===== config.mk =====
export PLATFORM = sky130hd
export DESIGN_NAME = prefixed_xor_frame_deframer_unit
export DESIGN_NICKNAME = d
export VERILOG_FILES = /design/src/rtl/pxfd_pkg.sv /design/src/rtl/prefixed_xor_frame_deframer_unit.sv
export SDC_FILE = /design/constraint.sdc
export NUM_CORES = 1
export LEC_CHECK = 0
export BUFFER_PORTS_ARGS = -buffer_cell sky130_fd_sc_hd__buf_2
export CELL_PAD_IN_SITES_DETAIL_PLACEMENT = 2
export CELL_PAD_IN_SITES_GLOBAL_PLACEMENT = 2
export CORE_AREA = 5 5 117 119
export CTS_CLUSTER_DIAMETER = 150
export DETAILED_ROUTE_END_ITERATION = 8
export DIE_AREA = 0 0 122 124
export HOLD_SLACK_MARGIN = 0.1
export PLACE_DENSITY = 0.78
export SETUP_SLACK_MARGIN = 0.2
export SYNTH_ARGS = -nofsm -noshare
export SYNTH_HDL_FRONTEND = slang
export SYNTH_SLANG_ARGS = --single-unit

===== constraint.sdc =====
create_clock -name clk -period 3.1 [get_ports clk]
set_clock_uncertainty 0.2 [all_clocks]
set_input_delay 0.62 -clock clk [delete_from_list [all_inputs] [get_ports clk]]
set_output_delay 0.62 -clock clk [all_outputs]
set_load 0.03 [all_outputs]

===== src/rtl/pxfd_pkg.sv =====
// pxfd_pkg: shared types and constants of the prefixed XOR frame deframer.
// No dependencies.
`default_nettype none
package pxfd_pkg;

  localparam logic [7:0] BYTE_ACK       = 8'h06;
  localparam logic [7:0] BYTE_NAK       = 8'h15;
  localparam logic [8:0] FRAME_OVERHEAD = 9'd3;

  localparam logic [0:0] REG_PREFIX_BYTE = 1'd0;
  localparam logic [0:0] REG_MIN_LENGTH  = 1'd1;

  typedef enum logic [1:0] {
    PH_IDLE    = 2'd0,
    PH_LENGTH  = 2'd1,
    PH_COLLECT = 2'd2
  } phase_t;

  typedef enum logic [2:0] {
    ST_OK           = 3'd0,
    ST_NAK          = 3'd1,
    ST_BAD_PREFIX   = 3'd2,
    ST_TOO_SHORT    = 3'd3,
    ST_BAD_CHECKSUM = 3'd4,
    ST_INCOMPLETE   = 3'd5
  } status_t;

  typedef enum logic {
    CMD_BYTE    = 1'b0,
    CMD_TIMEOUT = 1'b1
  } command_t;

  typedef struct packed {
    logic       is_status;
    logic [7:0] data_byte;
    status_t    status;
    logic       last;
  } result_t;

endpackage
`default_nettype wire


===== src/rtl/prefixed_xor_frame_deframer_unit.sv =====
// prefixed_xor_frame_deframer_unit: deframer top level, frame state and result buffering.
// Depends on pxfd_pkg.
//
//  channel | handshake          | payload
//  --------+--------------------+-------------------------------------
//  in      | in_valid, in_stall | command, rx_byte
//  out     | out_valid, out_stall | is_status, data_byte, status, last
//  cfg     | cfg_write          | cfg_index, cfg_data
//
// One item a cycle while in_stall is low; a result is registered into out, or into skid while out stalls.
// The frame state updates in the cycle of acceptance; the output register plus a
// one-entry skid stage keep input flowing while a result waits.
// in_stall rises only while the skid stage holds an item.
// Synchronous reset returns to idle with prefix 0x02 and minimum length 3.
`default_nettype none
module prefixed_xor_frame_deframer_unit (
  input  wire               clk,
  input  wire               rst,
  input  wire               in_valid,
  output logic              in_stall,
  input  wire               command,
  input  wire  [7:0]        rx_byte,
  output logic              out_valid,
  input  wire               out_stall,
  output logic              is_status,
  output logic [7:0]        data_byte,
  output logic [2:0]        status,
  output logic              last,
  input  wire               cfg_write,
  input  wire  [0:0]        cfg_index,
  input  wire  [8:0]        cfg_data
);
  import pxfd_pkg::*;

  logic [7:0] prefix_byte;
  logic [8:0] min_answer_length;

  phase_t     phase, phase_next;
  logic [8:0] byte_count, byte_count_next;
  logic [8:0] frame_length, frame_length_next;
  logic [7:0] xor_sum, xor_sum_next;
  logic       prefix_wrong, prefix_wrong_next;

  result_t    res;
  logic       res_valid;
  result_t    out_reg, skid;
  logic       skid_valid;
  logic       accept;
  logic [8:0] count_inc;

  assign in_stall  = skid_valid;
  assign accept    = in_valid && !skid_valid;
  assign count_inc = byte_count + 9'd1;

  always_ff @(posedge clk) begin
    if (rst) begin
      prefix_byte       <= 8'h02;
      min_answer_length <= 9'd3;
    end else if (cfg_write) begin
      unique case (cfg_index)
        REG_PREFIX_BYTE: prefix_byte       <= cfg_data[7:0];
        REG_MIN_LENGTH:  min_answer_length <= cfg_data;
        default: ;
      endcase
    end
  end

  function automatic result_t status_item(status_t st);
    result_t r;
    r.is_status = 1'b1;
    r.data_byte = 8'h00;
    r.status    = st;
    r.last      = 1'b1;
    return r;
  endfunction

  always_comb begin
    phase_next        = phase;
    byte_count_next   = byte_count;
    frame_length_next = frame_length;
    xor_sum_next      = xor_sum;
    prefix_wrong_next = prefix_wrong;
    res_valid         = 1'b0;
    res               = status_item(ST_OK);
    if (command_t'(command) == CMD_TIMEOUT) begin
      res_valid = 1'b1;
      if (byte_count < min_answer_length) res = status_item(ST_TOO_SHORT);
      else if (byte_count != 9'd0 && prefix_wrong) res = status_item(ST_BAD_PREFIX);
      else res = status_item(ST_INCOMPLETE);
    end else begin
      unique case (phase)
        PH_LENGTH: begin
          frame_length_next = {1'b0, rx_byte} + FRAME_OVERHEAD;
          xor_sum_next      = rx_byte;
          byte_count_next   = 9'd2;
          phase_next        = PH_COLLECT;
        end
        PH_COLLECT: begin
          byte_count_next = count_inc;
          res_valid       = 1'b1;
          if (count_inc < frame_length) begin
            xor_sum_next  = xor_sum ^ rx_byte;
            res.is_status = 1'b0;
            res.data_byte = rx_byte;
            res.status    = ST_OK;
            res.last      = 1'b0;
          end else if (frame_length < min_answer_length) res = status_item(ST_TOO_SHORT);
          else if (prefix_wrong) res = status_item(ST_BAD_PREFIX);
          else if (rx_byte != xor_sum) res = status_item(ST_BAD_CHECKSUM);
          else res = status_item(ST_OK);
        end
        default: begin
          if (rx_byte == BYTE_NAK) begin
            res_valid = 1'b1;
            res       = status_item(ST_NAK);
          end else if (rx_byte != BYTE_ACK) begin
            prefix_wrong_next = (rx_byte != prefix_byte);
            byte_count_next   = 9'd1;
            frame_length_next = 9'd0;
            xor_sum_next      = 8'h00;
            phase_next        = PH_LENGTH;
          end
        end
      endcase
    end
    // any status item closes the answer
    if (res_valid && res.is_status) begin
      phase_next        = PH_IDLE;
      byte_count_next   = 9'd0;
      frame_length_next = 9'd0;
      xor_sum_next      = 8'h00;
      prefix_wrong_next = 1'b0;
    end
  end

  always_ff @(posedge clk) begin
    if (rst) begin
      phase        <= PH_IDLE;
      byte_count   <= 9'd0;
      frame_length <= 9'd0;
      xor_sum      <= 8'h00;
      prefix_wrong <= 1'b0;
    end else if (accept) begin
      phase        <= phase_next;
      byte_count   <= byte_count_next;
      frame_length <= frame_length_next;
      xor_sum      <= xor_sum_next;
      prefix_wrong <= prefix_wrong_next;
    end
  end

  always_ff @(posedge clk) begin
    if (rst) begin
      out_valid  <= 1'b0;
      skid_valid <= 1'b0;
    end else if (skid_valid) begin
      if (!out_stall) begin
        out_reg    <= skid;
        skid_valid <= 1'b0;
      end
    end else if (accept && res_valid) begin
      if (out_valid && out_stall) begin
        skid       <= res;
        skid_valid <= 1'b1;
      end else begin
        out_reg   <= res;
        out_valid <= 1'b1;
      end
    end else if (!out_stall) begin
      out_valid <= 1'b0;
    end
  end

  assign is_status = out_reg.is_status;
  assign data_byte = out_reg.data_byte;
  assign status    = out_reg.status;
  assign last      = out_reg.last;

`ifndef NO_ASSERTIONS
  a_skid_behind_out: assert property (@(posedge clk) disable iff (rst)
    skid_valid |-> out_valid) else $error("skid holds an item with output empty");
  a_count_in_frame: assert property (@(posedge clk) disable iff (rst)
    phase != PH_IDLE |-> byte_count != 9'd0) else $error("open frame with zero count");
  a_timeout_idles: assert property (@(posedge clk) disable iff (rst)
    accept && command_t'(command) == CMD_TIMEOUT |=> phase == PH_IDLE && byte_count == 9'd0)
    else $error("timeout did not close the answer");
  a_status_last: assert property (@(posedge clk) disable iff (rst)
    out_valid |-> is_status == last) else $error("last does not match status item");
`endif

endmodule
`default_nettype wire


==> results.toml, run 1 <==
[grt]
busiest_layer = "met2"
use_met3_pct = 3.59
grt_pass1_wl_um = 25600
grt_overflow = 0
grt_usage_pct = 22.5
grt_pass1_vias = 4398
antenna_found_initial = 0
grt_use_met2_pct = 40.6
use_met1_pct = 26.1
grt_start_max_net_pins = 26

[worst_setup_path]
required_ps = 3160
critPathKind = "flop to flop"
crit_fanout = 6
end_kind = "flop"
worst_ep_arrival_time_ps = 3350
startpoint_type = "flop"

[timing]
tightest_slew_ps = 902
setup_violations = 39
fmax_mhz = 304
fin_crit_ps = 3290
fin_ws_ps = -189
hold_slack_ps = 264
finalHoldViolCount = 0
rsz0062_at_grt = "yes"
final_max_slew_viol_count = 0
fin_crit_sh_pct = 106
relSlewSlack_pct = 39.8

[pwr]
report.power.total_mw = 2.41
leakagePower_nw = 2.15
peakVddDrop_mv = 0.290
powerDensity_nw_per_um2 = 447

[final_layout]
drive_gt1_share_pct = 31.5
final-seq-area_um2 = 1690
final_util_pct = 43.3
fillers = 1312
diodes = 0
stdcell_count = 695
area_growth_pct = 30.7
fin_nets = 573
multi_input_area_um2 = 2550

[yosys]
synth_fp_nets = 508
synth_cell_types = 55
async_flop_share_pct = 0
ys_seq_elements = 72
synth_edf_count = 24
synth_area_um2 = 4130
yosysWarnings = 0
yosysSeqAreaShare_pct = 40.7
syn-mean-instance-area_um2 = 9.12
syn_inst = 453
synth_flop_cell = "dfxtp_1"

[route]
drc_errors = 0
dr.first_iter.drc_count = 214
ant_nets = 0
vias_per_cell = 5.57
wl_per_cell_um = 24.6
wirelength_um = 17100
vias = 3868
dr.pass1.iters = 4

[die]
die_area_um2 = 15100
die_x_um = 122
core_um2 = 12500
fp.dieH_um = 124
rows = 41
start_util_pct = 33.2
ios = 39

[clock_network]
htree_levels = 3
clock_latency_ps = 350
cts_tree = "yes"
cts_made_buffers = 9
cts.sinks = 72
clockBufferDepth = 2
root_buffer = "clkbuf_16"
path_clk_slew_ps = 70
cts.hold.buffers_added = 0

[place]
gp_congestion = 0.839
place_ws_ps = -125
io_buffers = 38
post-dp-hpwl_um = 10700
place_inst = 664

[status]
outcome = "finished with violations"
violations = "setup timing"

[run]
cap_violations = 0

[hold_path]
min_path_type = "flop to flop"
cell type report:
type | instances | area share [%]
flip-flops and latches | 72 | 31.3
clock buffers | 9 | 4.17
multi-input cells | 328 | 47.3
repair buffers | 82 | 10.7
well taps | 172 | 3.99
clock inverters | 7 | 0.857
inverters | 25 | 1.74
per-layer routing:
layer / vias up / part of all wire, % / wire (um)
met2: 84 / 54 / 9160
met4: 0 / 3.1 / 539
met3: 42 / 2.6 / 446
li1: 1757 / - / -
met5: - / 0 / 0
met1: 1985 / 41 / 6970
worst max-delay path: stages, from the launching register on:
cell,delay [ps]
dfxtp_4,370
ha_4,130
and3_4,210
nand3_4,90
nor2_4,170
xor2_2,230
ha_4,250
nand4_1,110
nor2_1,70
a211o_1,320
buf_6,130
o41ai_4,290
buf_6,220
a31oi_4,160
o22ai_2,250
sequential cells by signal, indices dropped and copies added (netlist names):
name / count
skid: 12
byte_count: 9
frame_length: 9
min_answer_length: 9
data_byte: 8
prefix_byte: 8
xor_sum: 8
status: 3
phase: 2
in_stall: 1
last: 1
out_valid: 1
prefix_wrong: 1
final timing paths:
path / slack (ps) / from / cells after the start / end
max reg2reg: -190 / byte_count[0] / 14 / frame_length[7]
max: -190 / byte_count[0] / 14 / frame_length[7]
min reg2reg: 260 / min_answer_length[7] / 2 / min_answer_length[7]
min: 260 / min_answer_length[7] / 2 / min_answer_length[7]
where the power goes:
part / leakage, nW / switching, mW / total, mW / internal [mW]
Combinational: 1.39 / 0.261 / 0.406 / 0.145
Clock: 0.130 / 0.448 / 0.990 / 0.542
Sequential: 0.626 / 0.0199 / 1.02 / 0.998
cell usage after synthesis, types with 3 or more instances:
library cell	number	share of area [%]
mux2_2	11	3.0
nand2b_1	6	0.91
o22ai_1	10	1.5
nand3_1	19	2.3
edfxtp_1	24	17
dfxtp_1	48	23
xnor2_1	5	1.1
xor2_1	24	5.1
ha_1	31	9.4
o31ai_1	11	2.0
nor3_1	4	0.48
nor3b_1	3	0.54
and2_1	10	1.5
nor2_1	14	1.3
nand4_1	9	1.4
o21ai_0	9	1.1
buf_2	5	0.61
inv_1	24	2.2
a21oi_1	36	4.4
a22oi_1	8	1.5
nor4_1	6	0.91
nand2_1	61	5.5
clkbuf_1	19	1.7
a41oi_1	3	0.64
a31oi_1	7	1.1
nor2b_1	8	1.2
cell usage in the layout (no fill, tap or decap), types with 3 or more instances in the layout:
master / netlist / routed
o21ai_1: 2 / 3
nand4_1: 9 / 9
ha_1: 31 / 29
nand2_1: 61 / 60
buf_6: 2 / 6
xor2_1: 24 / 22
and2_4: 0 / 7
clkbuf_16: 0 / 9
buf_4: 2 / 35
a22oi_1: 8 / 7
a31oi_1: 7 / 7
nor2_1: 14 / 11
mux2_4: 0 / 4
buf_2: 5 / 38
nor3_1: 4 / 3
nand2b_1: 6 / 6
edfxtp_1: 24 / 24
nor4_1: 6 / 6
inv_1: 24 / 24
nand3_2: 0 / 3
o31ai_2: 0 / 8
o21ai_0: 9 / 7
nand3_1: 19 / 15
o22ai_2: 0 / 4
a21oi_1: 36 / 33
and2_1: 10 / 3
nor2b_1: 8 / 8
a21oi_2: 0 / 3
xnor2_1: 5 / 5
dfxtp_1: 48 / 45
o22ai_1: 10 / 6
mux2_2: 11 / 7
timing repair:
action,CTS,global route
setup buffers,11,2
resized for setup,36,23
pin swaps,16,7
setup endpoints to repair,52,65
gates cloned,2,0
per-stage QoR:
stage | instance area, um^2 | TNS, ps
5_1_grt | 5400 | -9000
3_3_place_gp | 4710 | 0
3_5_place_dp | 4710 | -2460
6_report | 5400 | -4730
4_1_cts | 5250 | -688
2_1_floorplan | 4200 | -1060
kinds of logic after synthesis:
family / Yosys count / synth area share (%)
and+or+nand+nor: 149 / 18.1
buffers and inverters: 55 / 5.69
DFF: 72 / 40.7
adders and majority gates: 31 / 9.39
muxes: 11 / 3.00
xor gates and xnor gates: 29 / 6.15
AOI/OAI and AO/OA: 106 / 17.0
No activity file was read; power rests on OpenSTA's default activity.
==> run 2, diff against run 1 <==
BUFFER_PORTS_ARGS = -buffer_cell sky130_fd_sc_hd__buf_4   (was -buffer_cell sky130_fd_sc_hd__buf_2)
==> results.toml, run 2 (synthesis results as in run 1) <==
[final_layout]
fillers = 1291
final_util_pct = 45.1
diodes = 0
stdcell_count = 695
multi_input_area_um2 = 2600
top_register = "skid"
final_common_cell = "buf_4"
largest_reg_flops = 12
drive_gt1_share_pct = 32.3
fin_nets = 573
area_growth_pct = 36.0
final-seq-area_um2 = 1690
final_cell_mix = "66 x buf_4, 59 x nand2_1, 45 x dfxtp_1"

[pwr]
powerDensity_nw_per_um2 = 472
intPower_mw = 1.88
leakagePower_nw = 2.24
power_frac_comb_pct = 17.6
peakVddDrop_mv = 0.317
p_sw_mw = 0.771
seq_power_share_pct = 38.4
p_clk_share_pct = 43.9
swShare_pct = 29.1

[timing]
fmax_mhz = 285
finalHoldViolCount = 0
fin_crit_ps = 3510
final_max_slew_viol_count = 0
setup_violations = 51
fin_crit_sh_pct = 113
hold_slack_ps = 265
fin_ws_ps = -408
relSlewSlack_pct = 35.0
tightest_slew_ps = 974
rsz0062_at_grt = "yes"

[die]
fp.dieH_um = 124
core_um2 = 12500
rows = 41
start_util_pct = 33.2
die_x_um = 122
ios = 39
die_area_um2 = 15100

[worst_setup_path]
cp_cell_sequence = "buf_4 -> inv_1 -> ha_1 -> ha_1 -> nand2_1 -> o21ai_1 -> a211o_1 -> buf_6 -> buf_6 -> nor3b_2 -> buf_4 -> and2_4 -> mux2_2"
critPathKind = "flop to flop"
end_kind = "flop"
slowest_stage = "ha_1"
r2r_cells = 13
r2r-end = "data_byte[3]"
max_stage_delay_ps = 390
r2r_start = "byte_count[0]"
worst_ep_arrival_time_ps = 3410
crit_start = "byte_count[0]"
endpoint = "data_byte[3]"
r2r_slack_ps = -410
required_ps = 3000
startpoint_type = "flop"
crit_fanout = 7

[route]
vias = 3915
drc_errors = 0
wl_per_cell_um = 26.6
ant_nets = 0
dr.pass1.iters = 4
dr.first_iter.drc_count = 231
vias_per_cell = 5.63
wirelength_um = 18500

[clock_network]
cts_made_buffers = 9
clockBufferDepth = 2
clock_latency_ps = 350
cts_tree = "yes"
htree_levels = 3
cts.hold.buffers_added = 0
cts.sinks = 72
root_buffer = "clkbuf_16"
path_clk_slew_ps = 70

[place]
post-dp-hpwl_um = 11000
io_buffers = 38
place_inst = 658
gp_congestion = 0.846

[grt]
grt_start_max_net_pins = 28
grt_usage_pct = 23.1
grt_pass1_vias = 4368
antenna_found_initial = 0
grt_overflow = 0
grt_pass1_wl_um = 25900

[run]
cap_violations = 0

[status]
outcome = "finished with violations"
violations = "setup timing"

[hold_path]
min_path_type = "flop to flop"
## run 2: cell types whose count changed in the layout (fill, tap and decap cells not counted), moves of 2 or more
| cell | previous run | this run |
|---|---|---|
| buf_2 | 38 | 0 |
| buf_4 | 35 | 66 |
| buf_6 | 6 | 13 |
| a21oi_1 | 33 | 31 |
| bufinv_16 | 0 | 2 |
| mux2_2 | 7 | 5 |
| mux2_4 | 4 | 6 |
| nand2_4 | 0 | 2 |
| o21ai_1 | 3 | 1 |
| o21ai_2 | 1 | 3 |
## run 2: repair_timing
action | in CTS | in global routing
cloned | 4 | 0
gates resized for setup | 46 | 31
setup endpoints to repair | 53 | 65
setup buffers | 11 | 6
hold endpoints to repair | 0 | 0
pin swaps | 14 | 9
## run 2: critical path: cells and delay by family, from the launching register on
| family | cells | cell delay (ps) |
|---|---|---|
| buffers and inverters | 5 | 660 |
| and+or+nand+nor | 3 | 340 |
| AOI/OAI and AO/OA | 2 | 690 |
| DFF | 1 | 370 |
| muxes | 1 | 270 |
| adders and majority gates | 2 | 710 |
## run 2: worst min-delay path by stage
stage / from / end / slack [ps] / depth (start not counted)
finish: min_answer_length[2] / min_answer_length[2] / 260 / 2
detailed placement: min_answer_length[2] / min_answer_length[2] / 260 / 2
CTS: min_answer_length[2] / min_answer_length[2] / 270 / 2
floorplan: min_answer_length[2] / min_answer_length[2] / 240 / 2
global placement: min_answer_length[6] / min_answer_length[6] / 250 / 2
global route: min_answer_length[2] / min_answer_length[2] / 290 / 2
## run 2: layout make-up
type / count / area share, %
clock inverters: 7 / 1.67
clock buffers: 9 / 4.01
inverters: 25 / 1.67
repair buffers: 82 / 12.5
well taps: 172 / 3.83
flip-flops and latches: 72 / 30.1
multi-input cells: 328 / 46.2
## run 2: power by group through the flow
stage / sequential, mW / combinational (mW) / clock [mW]
finish: 1.02 / 0.468 / 1.17
detailed placement: 1.04 / 0.336 / 0
floorplan: 1.04 / 0.199 / 0
global placement: 1.04 / 0.315 / 0
global route: 1.02 / 0.490 / 1.21
CTS: 1.02 / 0.392 / 1.16
## run 2: routing by layer
| layer | GRT usage [%] | routed length (um) | share of wire [%] |
|---|---|---|---|
| met1 | 25.1 | 7350 | 40 |
| met2 | 42.3 | 9570 | 52 |
| met3 | 4.31 | 583 | 3.2 |
| met4 | 12.7 | 969 | 5.2 |
| met5 | 0 | 0 | 0 |
## run 2: per-stage QoR
step	TNS [ps]	total power, mW	area (um^2)	setup slack, ps
after floorplan	-1060	1.24	4200	-58.6
after global placement	-18.2	1.35	4740	-11.6
after detailed placement	-9520	1.37	4740	-420
after CTS	-3180	2.57	5420	-151
after global routing	-14990	2.72	5620	-444
final	-13070	2.65	5620	-408
==> run 3, diff against run 2 <==
CORE_AREA = 5 5 112 114   (was 5 5 117 119)
DIE_AREA = 0 0 117 119   (was 0 0 122 124)
PLACE_DENSITY = unset   (was 0.78)
PLACE_DENSITY_LB_ADDON = 0.1   (was unset)
REMOVE_ABC_BUFFERS = 1   (was unset)
clock period = 3.65 ns   (was 3.1 ns; I/O delays follow)
==> results.toml, run 3 (synthesis results as in run 1) <==
[status]
outcome = "completed"

[worst_setup_path]
worst_ep_arrival_time_ps = 3210
cp_cell_sequence = "ha_4 -> and3_4 -> nand3_1 -> buf_4 -> xnor2_1 -> ha_1 -> a21oi_1 -> o21ai_0 -> a211o_1 -> buf_4 -> buf_4 -> nand4_1 -> a22oi_1 -> mux2_2"
end_kind = "flop"
critPathTopFamily = "compound AO/OA/AOI/OAI gates"
critPathKind = "flop to flop"
cp_common_cell = "buf_4"
startpoint_type = "flop"
slowest_stage = "dfxtp_4"
required_ps = 3540
worst-path-buf-inv = 3
r2r_slack_ps = 330
crit_fanout = 4
max_stage_delay_ps = 380

[final_layout]
final_cell_mix = "61 x nand2_1, 57 x buf_4, 45 x dfxtp_1"
largest_reg_flops = 12
diodes = 0
drive_gt1_share_pct = 21.6
fin_nets = 546
area_growth_pct = 20.5
final_common_cell = "nand2_1"
final_util_pct = 44.0
stdcell_count = 639
final_design_area_no_fill_um2 = 4980
top_register = "skid"

[clock_network]
clock_latency_ps = 340
cts.sinks = 72
path_clk_slew_ps = 60
cts_made_buffers = 9
cts_tree = "yes"
clockBufferDepth = 2
htree_levels = 3
cts.hold.buffers_added = 0
root_buffer = "clkbuf_16"

[route]
vias = 3547
ant_nets = 0
wl_per_cell_um = 21.3
wirelength_um = 13600
dr.first_iter.drc_count = 106
vias_per_cell = 5.55
dr.pass1.iters = 4
drc_errors = 0

[die]
die_x_um = 117
start_util_pct = 36.5
rows = 39
ios = 39
core_um2 = 11300
fp.dieH_um = 119
die_area_um2 = 13900

[place]
post-dp-hpwl_um = 9970
place_inst = 615
gp_congestion = 0.812
io_buffers = 38
place_ws_ps = 51.3
dpl_cell_area_um2 = 4540

[grt]
grt_pass1_vias = 3927
grt_usage_pct = 20.3
antenna_found_initial = 0
grt_start_max_net_pins = 29
grt_pass1_wl_um = 21600
grt_overflow = 0

[pwr]
seq_power_share_pct = 43.1
power_frac_comb_pct = 14.2
report.power.total_mw = 2.00
p_sw_mw = 0.547
p_clk_share_pct = 42.7
leakagePower_nw = 1.98
peakVddDrop_mv = 0.294
powerDensity_nw_per_um2 = 402
intPower_mw = 1.45
swShare_pct = 27.3

[timing]
rsz0062_at_grt = "no"
fin_tns_setup_ps = 0
final_max_slew_viol_count = 0
fin_ws_ps = 330
fin_crit_sh_pct = 91.0
tightest_slew_ps = 687
relSlewSlack_pct = 54.2
fmax_mhz = 301
finalHoldViolCount = 0
fin_crit_ps = 3320
setup_violations = 0
hold_slack_ps = 262

[hold_path]
min_path_type = "flop to flop"

[run]
cap_violations = 0
-- run 3: cell types whose count changed in the layout (fill, tap and decap cells not counted), sizes merged --
cell / previous run / this run
a31oi: 9 / 8
buf: 82 / 57
bufinv: 2 / 0
clkbuf: 9 / 12
clkinv: 2 / 1
clkinvlp: 2 / 1
inv: 26 / 27
nand3b: 3 / 2
-- run 3: power groups by stage --
stage	logic, mW	registers, mW	clock network (mW)
6_report	0.284	0.863	0.854
5_1_grt	0.312	0.865	0.912
4_1_cts	0.281	0.863	0.875
3_5_place_dp	0.265	0.881	0
3_3_place_gp	0.255	0.879	0
2_1_floorplan	0.138	0.887	0
-- run 3: layer usage --
layer  up-vias  GRT usage [%]  share of wire (%)
li1       1697              -                  -
met1      1773           25.3                 44
met2        62           34.8                 51
met3        15           4.87                3.5
met4         0           5.59                1.6
met5         -              0                  0
-- run 3: worst paths after layout --
path,from,to,depth (start not counted)
worst max-delay path,byte_count[0],status[0],14
worst min register to register,min_answer_length[7],min_answer_length[7],2
worst min-delay path,min_answer_length[7],min_answer_length[7],2
worst max register to register,byte_count[0],status[0],14
-- run 3: cell type report --
| cell class | count | area [um^2] |
|---|---|---|
| timing repair buffer | 57 | 428 |
| fill | 1271 | 6340 |
| multi-input combinational | 326 | 2300 |
| tap | 143 | 179 |
| clock buffer | 12 | 256 |
| clock inverter | 4 | 27.5 |
| sequential | 72 | 1690 |
| inverter | 25 | 93.8 |
-- run 3: timing repair --
item	in CTS	in global routing
setup endpoints to repair	38	48
resized for setup	9	10
setup buffers	7	1
pin swaps	5	7
endpoints found under the hold margin	0	0
-- run 3: worst register-to-register path, delay by kind of cell, from the launching register on --
family	cells	cell delay, ps
buffers and inverters	3	490
adder cells (fa/ha/maj)	2	460
AND/OR/NAND/NOR	3	380
flip-flops	1	380
multiplexers	1	290
AO/OA/AOI/OAI	4	750
XOR/XNOR	1	120
